[src/hdl/lat_pkg.sv]
`timescale 1ns / 1ps
`default_nettype none

package lat_pkg;

    // grid limits
    localparam int LAT_MAX_WIDTH  = 64;
    localparam int LAT_MAX_HEIGHT = 64;

    // field widths
    localparam int KIND_W = 2;
    localparam int ROW_W  = 6;
    localparam int COL_W  = 6;
    localparam int SIZE_W = 7;

    // beat kinds
    localparam logic [KIND_W-1:0] KIND_WRITE   = 2'd0;
    localparam logic [KIND_W-1:0] KIND_READ    = 2'd1;
    localparam logic [KIND_W-1:0] KIND_ADVANCE = 2'd2;
    localparam logic [KIND_W-1:0] KIND_NONE    = 2'd3;

    // register select, taken from paddr[2]
    localparam logic REG_WIDTH  = 1'b0;
    localparam logic REG_HEIGHT = 1'b1;

    typedef enum logic [1:0] {
        ST_IDLE,
        ST_ROT,
        ST_FIX
    } t_state;

    // control broadcast to every row cell
    typedef struct packed {
        logic             shift;
        logic             wr_en;
        logic [ROW_W-1:0] wr_row;
        logic [COL_W-1:0] wr_col;
        logic             wr_val;
    } t_cell_ctl;

endpackage

`default_nettype wire

[src/hdl/lat_row_rule.sv]
`timescale 1ns / 1ps
`default_nettype none

module lat_row_rule
    import lat_pkg::*;
#(
    parameter int MAX_WIDTH = LAT_MAX_WIDTH
) (
    input  wire logic [MAX_WIDTH-1:0]           i_up,
    input  wire logic [MAX_WIDTH-1:0]           i_cur,
    input  wire logic [MAX_WIDTH-1:0]           i_dn,
    input  wire logic [$clog2(MAX_WIDTH+1)-1:0] i_width,
    output logic      [MAX_WIDTH-1:0]           o_next
);

    localparam int EW = $clog2(MAX_WIDTH + 1);
    localparam int IW = $clog2(MAX_WIDTH);

    logic [EW-1:0]        wm1_full;
    logic [IW-1:0]        wm1;
    logic [MAX_WIDTH-1:0] up_l, up_r, cur_l, cur_r, dn_l, dn_r;

    assign wm1_full = i_width - EW'(1);
    assign wm1      = wm1_full[IW-1:0];

    // left neighbor of column c is c-1, column 0 wraps to width-1
    function automatic logic [MAX_WIDTH-1:0] left_of(input logic [MAX_WIDTH-1:0] v,
                                                      input logic [IW-1:0] last);
        return {v[MAX_WIDTH-2:0], v[last]};
    endfunction

    // right neighbor of column c is c+1, column width-1 wraps to 0
    function automatic logic [MAX_WIDTH-1:0] right_of(input logic [MAX_WIDTH-1:0] v,
                                                       input logic [IW-1:0] last);
        logic [MAX_WIDTH-1:0] r;
        r = {1'b0, v[MAX_WIDTH-1:1]};
        r[last] = v[0];
        return r;
    endfunction

    assign up_l  = left_of(i_up, wm1);
    assign up_r  = right_of(i_up, wm1);
    assign cur_l = left_of(i_cur, wm1);
    assign cur_r = right_of(i_cur, wm1);
    assign dn_l  = left_of(i_dn, wm1);
    assign dn_r  = right_of(i_dn, wm1);

    always_comb begin
        logic [3:0] sum;
        for (int c = 0; c < MAX_WIDTH; c++) begin
            sum = 4'(up_l[c]) + 4'(i_up[c]) + 4'(up_r[c])
                + 4'(cur_l[c]) + 4'(cur_r[c])
                + 4'(dn_l[c]) + 4'(i_dn[c]) + 4'(dn_r[c]);
            if (EW'(c) >= i_width) begin
                o_next[c] = i_cur[c];
            end else if (i_cur[c]) begin
                o_next[c] = (sum == 4'd2) || (sum == 4'd3);
            end else begin
                o_next[c] = (sum == 4'd3);
            end
        end
    end

endmodule

`default_nettype wire

[config.mk]
export PLATFORM = sky130hd
export DESIGN_NAME = lat_row_rule
export DESIGN_NICKNAME = d
export VERILOG_FILES = /design/src/hdl/lat_pkg.sv /design/src/hdl/lat_row_rule.sv
export SDC_FILE = /design/constraint.sdc
export NUM_CORES = 1
export LEC_CHECK = 0
export BUFFER_PORTS_ARGS = -buffer_cell sky130_fd_sc_hd__clkbuf_2
export CORE_ASPECT_RATIO = 1.25
export CORE_MARGIN = 3
export CORE_UTILIZATION = 45
export DETAILED_ROUTE_END_ITERATION = 8
export PLACE_DENSITY = 0.76
export SLEW_MARGIN = 20
export SYNTH_ARGS = -nofsm -noshare
export SYNTH_HDL_FRONTEND = slang
export SYNTH_SLANG_ARGS = --single-unit
[constraint.sdc]
create_clock -name vclk -period 5.92
set_input_delay 0 -clock vclk [all_inputs]
set_output_delay 0 -clock vclk [all_outputs]
set_load 0.01 [all_outputs]
==> results.txt <==
Hold Crit Class: input port to primary output
Switching share of total power: 0.576
CP Class: input port to primary output
Cell Int Power: 1.19 mW
Psw: 1.61 mW
Largest cells by area after synthesis: fa_1 33%, ha_1 16%, mux2i_1 9.1%
Outcome: complete, no violations
Height of the die: 214 um
Crit path max-delay family: adder cells
Iter 0 DRT Violations: 1,001
RSZ-0062 raised after global routing: no
Seq cells: 0
Leakage: 8.40 nW
Worst hold path cell count: 4
Synthesized area: 15,600 um^2
Most used cell, CP: fa_1
Syn avg cell area: 9.05 um^2
Register area: 0 um^2
Final WL: 51.7 mm
CTS Hold Bufs: 0
Synth Warn #: 0
Initial antenna violation count: 1
Starting Density: 0.460
CP max-delay cell: fa_1
Relative slew slack: 0.305
Post-synthesis cell type count: 76
Fmax: 0.201 GHz
Row count: 75
CP Buf/Inv Count: 6
Share of the synthesized area in the top cell type: 0.329
Buffer count from post-CTS setup fixing: 0
Seq/Total Area, Yosys: 0
Synthesized instance count: 1,720
Number of global-route vias before repair: 15,175
IO Pins: 263
Detail Placement HPWL: 43.9 mm
Drt via density: 6.01
Clock share of power: 0
# clk buffers: 0
Post-synth net total: 2,369
ANT nets after route: 0
Crit share post-route: 0.841
PortBufs: 263
Levels on crit path: 20
DRT Pass-1 Iters: 5
Combinational Power Share: 1.000
Die W: 172 um
Post-route minimum period: 4.98 ns
Seq pwr share: 0
Slowest cell delay on critical path: 0.54 ns
Area grow syn2layout: 11.5%
Max-Cap Viols: 0
Cell taking the most area after synthesis: fa_1
Setup crit end kind: primary output
Diode count: 0
Post-CTS resize count: 0
Die Footprint: 36,900 um^2
Gpl congestion: 0.959
First-pass GRT wire length: 80.9 mm
Sum Neg Setup Slack: 0 ns
Crit path cell chain: buf_4 -> inv_1 -> ha_4 -> nor3b_1 -> xor2_1 -> nor3b_2 -> buf_4 -> nand2_1 -> mux2_2 -> fa_1 -> inv_1 -> fa_1 -> fa_1 -> inv_1 -> ha_1 -> fa_1 -> o21ai_0 -> nand2_1 -> a21oi_1 -> clkbuf_2
Core Region: 33,900 um^2
Final setup vio count: 0
CP Data Required Time: 5.92 ns
Routed len/inst: 21.6 um
Layout cell share with drive strength beyond 1: 0.216
Min Hold Slack: 0.363 ns
Final Net Count: 2,584
Startpoint Class: input port
PD cells: 161 nW/um^2
Final Hold Violating Endpoints: 0
Worst EP arrival: 4.98 ns
Drc violations: 0
Worst-path maximum fanout: 10
Min-delay src: i_cur[12]
GRT Total Usage: 0.277
Worst Hold End: o_next[12]
Slew Limit Fails: 0
Gr ovfl total: 0
Largest net degree at the start of global routing: 45
Worst-Margin Slew: 1.03 ns
Total number of vias: 14,388
Max IR drop VDD: 112 uV
-- final cells by class --
class | instances | area, um^2
tap | 462 | 578
fill | 3180 | 16500
timing repair buffer | 289 | 1540
multi-input combinational | 1442 | 14500
inverter | 202 | 758
-- cells in the mapped netlist (5+ instances only) --
cell / instances
clkbuf_1: 44
inv_1: 202
nor2_1: 54
nor2b_1: 8
a21oi_1: 214
a21o_1: 14
buf_2: 21
nand2_1: 141
nand3_1: 75
buf_4: 5
ha_1: 194
or3_1: 9
o21ai_0: 90
nor2_4: 9
mux2_2: 60
o21bai_1: 5
mux2i_1: 142
nor3_1: 13
fa_1: 256
mux4_2: 30
nand3b_1: 10
a31oi_1: 8
nand2b_1: 17
-- per-stage QoR --
stage	power, mW	std cells	utilization	worst slack, ns	area (um^2)
2_1_floorplan	1.91	1720	-	0.973	15600
3_3_place_gp	2.63	2395	0.513	1.03	17400
3_5_place_dp	2.79	2395	0.513	0.977	17400
4_1_cts	2.80	2395	0.513	0.969	17400
5_1_grt	3.21	2395	0.513	0.695	17400
6_report	2.80	2395	0.513	0.941	17400
-- power groups by stage --
| stage | Combinational (mW) | Sequential, mW | Clock, mW |
|---|---|---|---|
| floorplan | 1.91 | 0 | 0 |
| global placement | 2.63 | 0 | 0 |
| detailed placement | 2.79 | 0 | 0 |
| CTS | 2.80 | 0 | 0 |
| global route | 3.21 | 0 | 0 |
| finish | 2.80 | 0 | 0 |
-- worst max path at each step --
stage                    start         to  slack, ns
detailed placement  i_width[0]  o_next[0]       0.98
global placement    i_width[0]  o_next[0]       1.03
global route        i_width[0]  o_next[0]       0.69
CTS                 i_width[0]  o_next[0]       0.97
floorplan           i_width[0]  o_next[0]       0.97
finish              i_width[0]  o_next[0]       0.94
-- worst min-delay path: cells and delay by family --
family	cells	cell delay, ns
buffers and inverters	3	0.31
AO/OA/AOI/OAI	1	0.05
-- layer usage --
metal,share of wire,wire length [um],global-route usage,vias to the layer above
met5,0.00025,13,0,-
li1,-,-,-,6408
met3,0.077,3980,0.0417,187
met1,0.37,18900,0.336,7121
met2,0.49,25200,0.469,670
met4,0.069,3580,0.151,2
-- cells by family (layout without fill, tap and decap cells) --
kind of cell / count (synthesis) / after routing / synth area share
adder cells (fa/ha/maj): 450 / 450 / 0.485
buffers and inverters: 278 / 491 / 0.0710
AO/OA/AOI/OAI: 373 / 373 / 0.133
multiplexers: 240 / 240 / 0.185
XOR/XNOR: 9 / 9 / 0.00796
AND/OR/NAND/NOR: 370 / 370 / 0.119
-- layout by cell type (no fill, tap or decap), drive strengths merged, types with 10 or more instances in the layout --
cell type	synthesis	layout
a21o	14	14
a21oi	214	214
buf	31	27
clkbuf	45	262
fa	256	256
ha	194	194
inv	202	202
mux2	68	68
mux2i	142	142
mux4	30	30
nand2	145	145
nand2b	17	17
nand3	76	76
nand3b	10	10
nor2	67	67
nor3	13	13
o21ai	91	91
Power figures use the tool's default switching activity.
