### config.mk
export PLATFORM = sky130hd
export DESIGN_NAME = lat_row_cell
export DESIGN_NICKNAME = d
export VERILOG_FILES = /design/src/hdl/lat_pkg.sv /design/src/hdl/lat_row_cell.sv
export SDC_FILE = /design/constraint.sdc
export NUM_CORES = 1
export LEC_CHECK = 0
export BUFFER_PORTS_ARGS = -buffer_cell sky130_fd_sc_hd__buf_4
export CORE_UTILIZATION = 30
export CTS_CLUSTER_SIZE = 30
export DETAILED_ROUTE_END_ITERATION = 16
export GPL_TIMING_DRIVEN = 1
export PLACE_DENSITY_LB_ADDON = 0.05
export SLEW_MARGIN = 20
export SYNTH_ARGS = -nofsm -noshare
export SYNTH_HDL_FRONTEND = slang
export SYNTH_SLANG_ARGS = --single-unit
### constraint.sdc
create_clock -name i_clk -period 3.4 [get_ports i_clk]
set_clock_uncertainty 0.15 [all_clocks]
set_input_delay 0 -clock i_clk [delete_from_list [all_inputs] [get_ports i_clk]]
set_output_delay 0 -clock i_clk [all_outputs]
set_load 0.05 [all_outputs]
### src/hdl/lat_pkg.sv
`timescale 1ns / 1ps
`default_nettype none

package lat_pkg;

    // grid limits
    localparam int LAT_MAX_WIDTH  = 64;
    localparam int LAT_MAX_HEIGHT = 64;

    // field widths
    localparam int KIND_W = 2;
    localparam int ROW_W  = 6;
    localparam int COL_W  = 6;
    localparam int SIZE_W = 7;

    // beat kinds
    localparam logic [KIND_W-1:0] KIND_WRITE   = 2'd0;
    localparam logic [KIND_W-1:0] KIND_READ    = 2'd1;
    localparam logic [KIND_W-1:0] KIND_ADVANCE = 2'd2;
    localparam logic [KIND_W-1:0] KIND_NONE    = 2'd3;

    // register select, taken from paddr[2]
    localparam logic REG_WIDTH  = 1'b0;
    localparam logic REG_HEIGHT = 1'b1;

    typedef enum logic [1:0] {
        ST_IDLE,
        ST_ROT,
        ST_FIX
    } t_state;

    // control broadcast to every row cell
    typedef struct packed {
        logic             shift;
        logic             wr_en;
        logic [ROW_W-1:0] wr_row;
        logic [COL_W-1:0] wr_col;
        logic             wr_val;
    } t_cell_ctl;

endpackage

`default_nettype wire

### src/hdl/lat_row_cell.sv
`timescale 1ns / 1ps
`default_nettype none

module lat_row_cell
    import lat_pkg::*;
#(
    parameter int MAX_WIDTH = LAT_MAX_WIDTH,
    parameter int INDEX     = 0
) (
    input  wire logic                 i_clk,
    input  wire logic                 i_rst_n,
    input  wire t_cell_ctl            i_ctl,
    input  wire logic [MAX_WIDTH-1:0] i_shift_in,
    input  wire logic                 i_load,
    input  wire logic [MAX_WIDTH-1:0] i_load_row,
    output logic      [MAX_WIDTH-1:0] o_row
);

    logic [MAX_WIDTH-1:0] r_row;
    logic [MAX_WIDTH-1:0] n_row;
    logic                 row_hit;

    // rows beyond the address range of the port can never be hit
    assign row_hit = i_ctl.wr_en && (INDEX < (1 << ROW_W)) && (int'(i_ctl.wr_row) == INDEX);

    always_comb begin
        n_row = r_row;
        priority if (i_ctl.shift) begin
            n_row = i_shift_in;
        end else if (i_load) begin
            n_row = i_load_row;
        end else if (row_hit) begin
            for (int c = 0; c < MAX_WIDTH; c++) begin
                if (int'(i_ctl.wr_col) == c) begin
                    n_row[c] = i_ctl.wr_val;
                end
            end
        end
    end

    always_ff @(posedge i_clk) begin
        if (!i_rst_n) begin
            r_row <= '0;
        end else begin
            r_row <= n_row;
        end
    end

    assign o_row = r_row;

endmodule

`default_nettype wire

==> results.md <==
- The run finished, with violations left.
- The checks that failed: negative hold slack.
- The TritonCTS clock tree is yes.
- The biggest area consumer among synthesized cells is dfxtp_1.
- The total grt overflow is 0.
- The min-delay analysis places its worst path in the category input pin to register.
- The number of max-slew violations in the final report is 0.
- IR analysis of the VDD net gives a maximum drop of 249 uV.
- The area overhead of the layout relative to synthesis is 52.5%.
- The share of synthesized area in the top cell type comes to 25.2%.
- The total wirelength of the detailed-routed design is 18600 um.
- The number of buffers on the longest clock path is 2.
- The die is 132 um wide.
- Setup violations remaining at the end of the flow were counted as 0.
- The worst setup path category is input pin to register.
- The number of antenna violations at the first check in global routing was 0.
- The total power density per cell area is 332 nW/um^2.
- The clock insertion delay at the later pin of the skew report is 340 ps.
- Detailed routing inserted a total of 5586 vias.
- On the final layout, the worst hold slack is -10.7 ps.
- The via count of the first global-routing pass came to 5518.
- The detailed router finished its first iteration with 299 violations.
- The endpoint of the worst setup timing path is o_row[10]$_SDFFE_PN0P_.
- Static timing analysis puts the maximum clock frequency at 470 MHz.
- The wire length of the first global-routing pass is 29800 um.
- Along the worst path, the maximum fanout reaches 34.
- Input and output buffers added on the ports amount to 209.
- The most used flip-flop cell after synthesis is dfxtp_1.
- Detailed placement finished with a half-perimeter wire length of 12200 um.
- In this run the cell area of the synthesized design comes to 5080 sq um.
- The overall global routing resource usage is 21.6%.
- The top-level I/O count is 210.
- The floorplan has 47 rows.
- The first detailed-routing pass ran for 5 iterations.
- The most repeated cell in the gate-level netlist after synthesis is nand2_1.
- STA classifies the critical path endpoint as a register.
- STA classifies the critical path startpoint as an input pin.
- The finished cells cover 7750 sq um.
- The required time at the worst-slack endpoint is 3470 ps.
- The fraction of synthesis flops using an asynchronous set or reset pin is 0%.
- The worst relative slew slack is 25.5%.
- The non-filler instance count after layout is 1069.
- The end of the worst register-to-register path is o_row[63]$_SDFFE_PN0P_.
- For the worst flop-to-flop path, the logic depth is 2.
- The post-synthesis cell count is 615.
- The share of the clock period used by the worst path after layout is 62.6%.
- The number of levels in the clock H-tree is 3.
- The number of nets in the layout is 991.
- The remaining routing DRC violations is 0.
- The hold violation total from the final report is 6.
- The cell chosen for the clock root is clkbuf_16.
- The leakage power figure is 0.00300 uW.
- In this run the worst setup path begins at i_load.
- The number of clock buffers inserted by TritonCTS is 9.
- The synthesized netlist contains 25 unique library cells.
- Setup repair after global routing left no endpoint under its margin.
- The largest net degree at the start of global routing is 129.
- The cell count after placement is 966.
- The design draws 2570 uW.
- The worst register-to-register path begins at o_row[63]$_SDFFE_PN0P_.
- Cells with a size suffix above 1 make up 34.7% of the layout.
- Dividing the synthesized area by the synthesized cell count gives 8.27 sq um.
- Dividing the detail-routed wire length by the instance count gives 17.4 um.
- The sequential area share after synthesis is 25.2%.
- 0 antenna diodes ended up in the layout.
- The final weighted congestion in routability-driven placement is 0.766.
- The number of storage elements in the synthesis netlist is 64.
- The total setup buffers inserted after CTS is 0.
- The number of vias per cell is 5.23.
- From bottom edge to top edge, the die measures 132 um.
- The die covers 17500 sq um.
- After detailed placement, the total cell area comes to 6600 sq um.
- For the pin with the worst max-slew slack, the measured transition is 1120 ps.
- Across the run, the number of max-cap violations was 0.
- The register with the most flip-flops in the layout has 64 of them.
- For the final routed database, the setup TNS stands at 0 ps.
- Yosys attributes the largest share of cell area to dfxtp_1, nor4_2, mux2i_1.
- The number of synthesized flops with an enable pin is 0.
- The count of nets left with antenna violations once routing finished came out at 0.
- The starting density of the core is 30.7%.
- Data on the critical path arrives at its endpoint at 2200 ps.
- The setup check on the worst reg-to-reg path leaves a slack of 2520 ps.
- The routed design could run at a clock period as short as 2130 ps.
- The synthesis warning total is 0.
- Clock tree synthesis found a total of 64 sinks.
- The number of nets handed over by synthesis was 761.
- The core region is 16600 sq um.
- After clock tree synthesis, the clock-pin slew on the worst setup and hold paths is 50 ps.
-- worst max-delay path, stage by stage --
cell	delay [ps]
buf_4	420
buf_4	620
mux2i_1	250
o21ai_0	90
dlygate4sd3_1	590
o211ai_1	110
o31ai_1	100
-- power breakdown --
part           leakage, uW  internal (uW)  total, uW  switching, uW
Combinational      0.00234            368        869            501
Sequential        0.000530            809        842           32.8
Clock             0.000130            530        860            330
Total              0.00300           1710       2570            864
-- cell type report --
type / count / area, sq um
Tap cell: 220 / 275
Fill cell: 1693 / 8830
Sequential cell: 64 / 1280
Timing Repair Buffer: 301 / 2520
Multi-Input combinational cell: 468 / 3410
Clock buffer: 15 / 268
Inverter: 1 / 3.75
-- what timing repair did --
action / in CTS / in global routing
hold endpoints to repair: 64 / 0
hold buffers: 88 / 0
setup endpoints to repair: 0 / 0
gates resized for setup: 0 / 0
-- cell usage in the layout, fill, tap and decap left out, types with 2 or more instances in the layout --
master,netlist,layout
or4b_4,1,2
nand4b_1,4,4
clkbuf_8,0,2
o31ai_1,64,64
o21ai_0,64,64
dfxtp_1,64,64
mux2i_1,64,64
clkbuf_16,0,9
o211ai_1,64,64
nor4_2,62,62
clkbuf_1,49,4
buf_4,1,210
nand2_1,128,128
or4bb_1,5,5
dlygate4sd3_1,0,88
or4b_2,2,3
-- worst min-delay path by stage --
stage / start / endpoint / slack, ps / cells after the start
finish: i_load_row[8] / o_row[8]$_SDFFE_PN0P_ / -10 / 5
global route: i_load_row[2] / o_row[2]$_SDFFE_PN0P_ / 30 / 5
CTS: i_load_row[53] / o_row[53]$_SDFFE_PN0P_ / 3 / 5
detailed placement: i_shift_in[40] / o_row[40]$_SDFFE_PN0P_ / 220 / 5
global placement: i_shift_in[28] / o_row[28]$_SDFFE_PN0P_ / 220 / 5
floorplan: i_shift_in[61] / o_row[61]$_SDFFE_PN0P_ / 110 / 4
-- through the flow --
| step | hold WS [ps] | utilization, % | worst slack [ps] |
|---|---|---|---|
| floorplan | 107 | - | 1880 |
| global placement | 215 | 39.6 | 1210 |
| detailed placement | 223 | 39.8 | 1160 |
| CTS | 3.30 | 46.7 | 1270 |
| global route | 26.4 | 46.8 | 1060 |
| finish | -10.7 | 46.8 | 1270 |
-- logic make-up (layout without fill, tap and decap cells) --
family / Yosys count / after routing / synth area share [%]
muxes: 64 / 64 / 12.6
and+or+nand+nor: 212 / 212 / 29.1
AOI/OAI and AO/OA: 192 / 192 / 25.2
buffers and inverters: 83 / 317 / 7.87
DFF: 64 / 64 / 25.2
-- metal layers --
metal  global-route usage (%)  wire [um]  vias up
li1                         -          -     2795
met1                     27.1       8400     2631
met2                     37.4       9090      141
met3                     4.11        832       19
met4                     6.77        299        0
met5                        0          0        -
(Power assumes the default switching activity.)
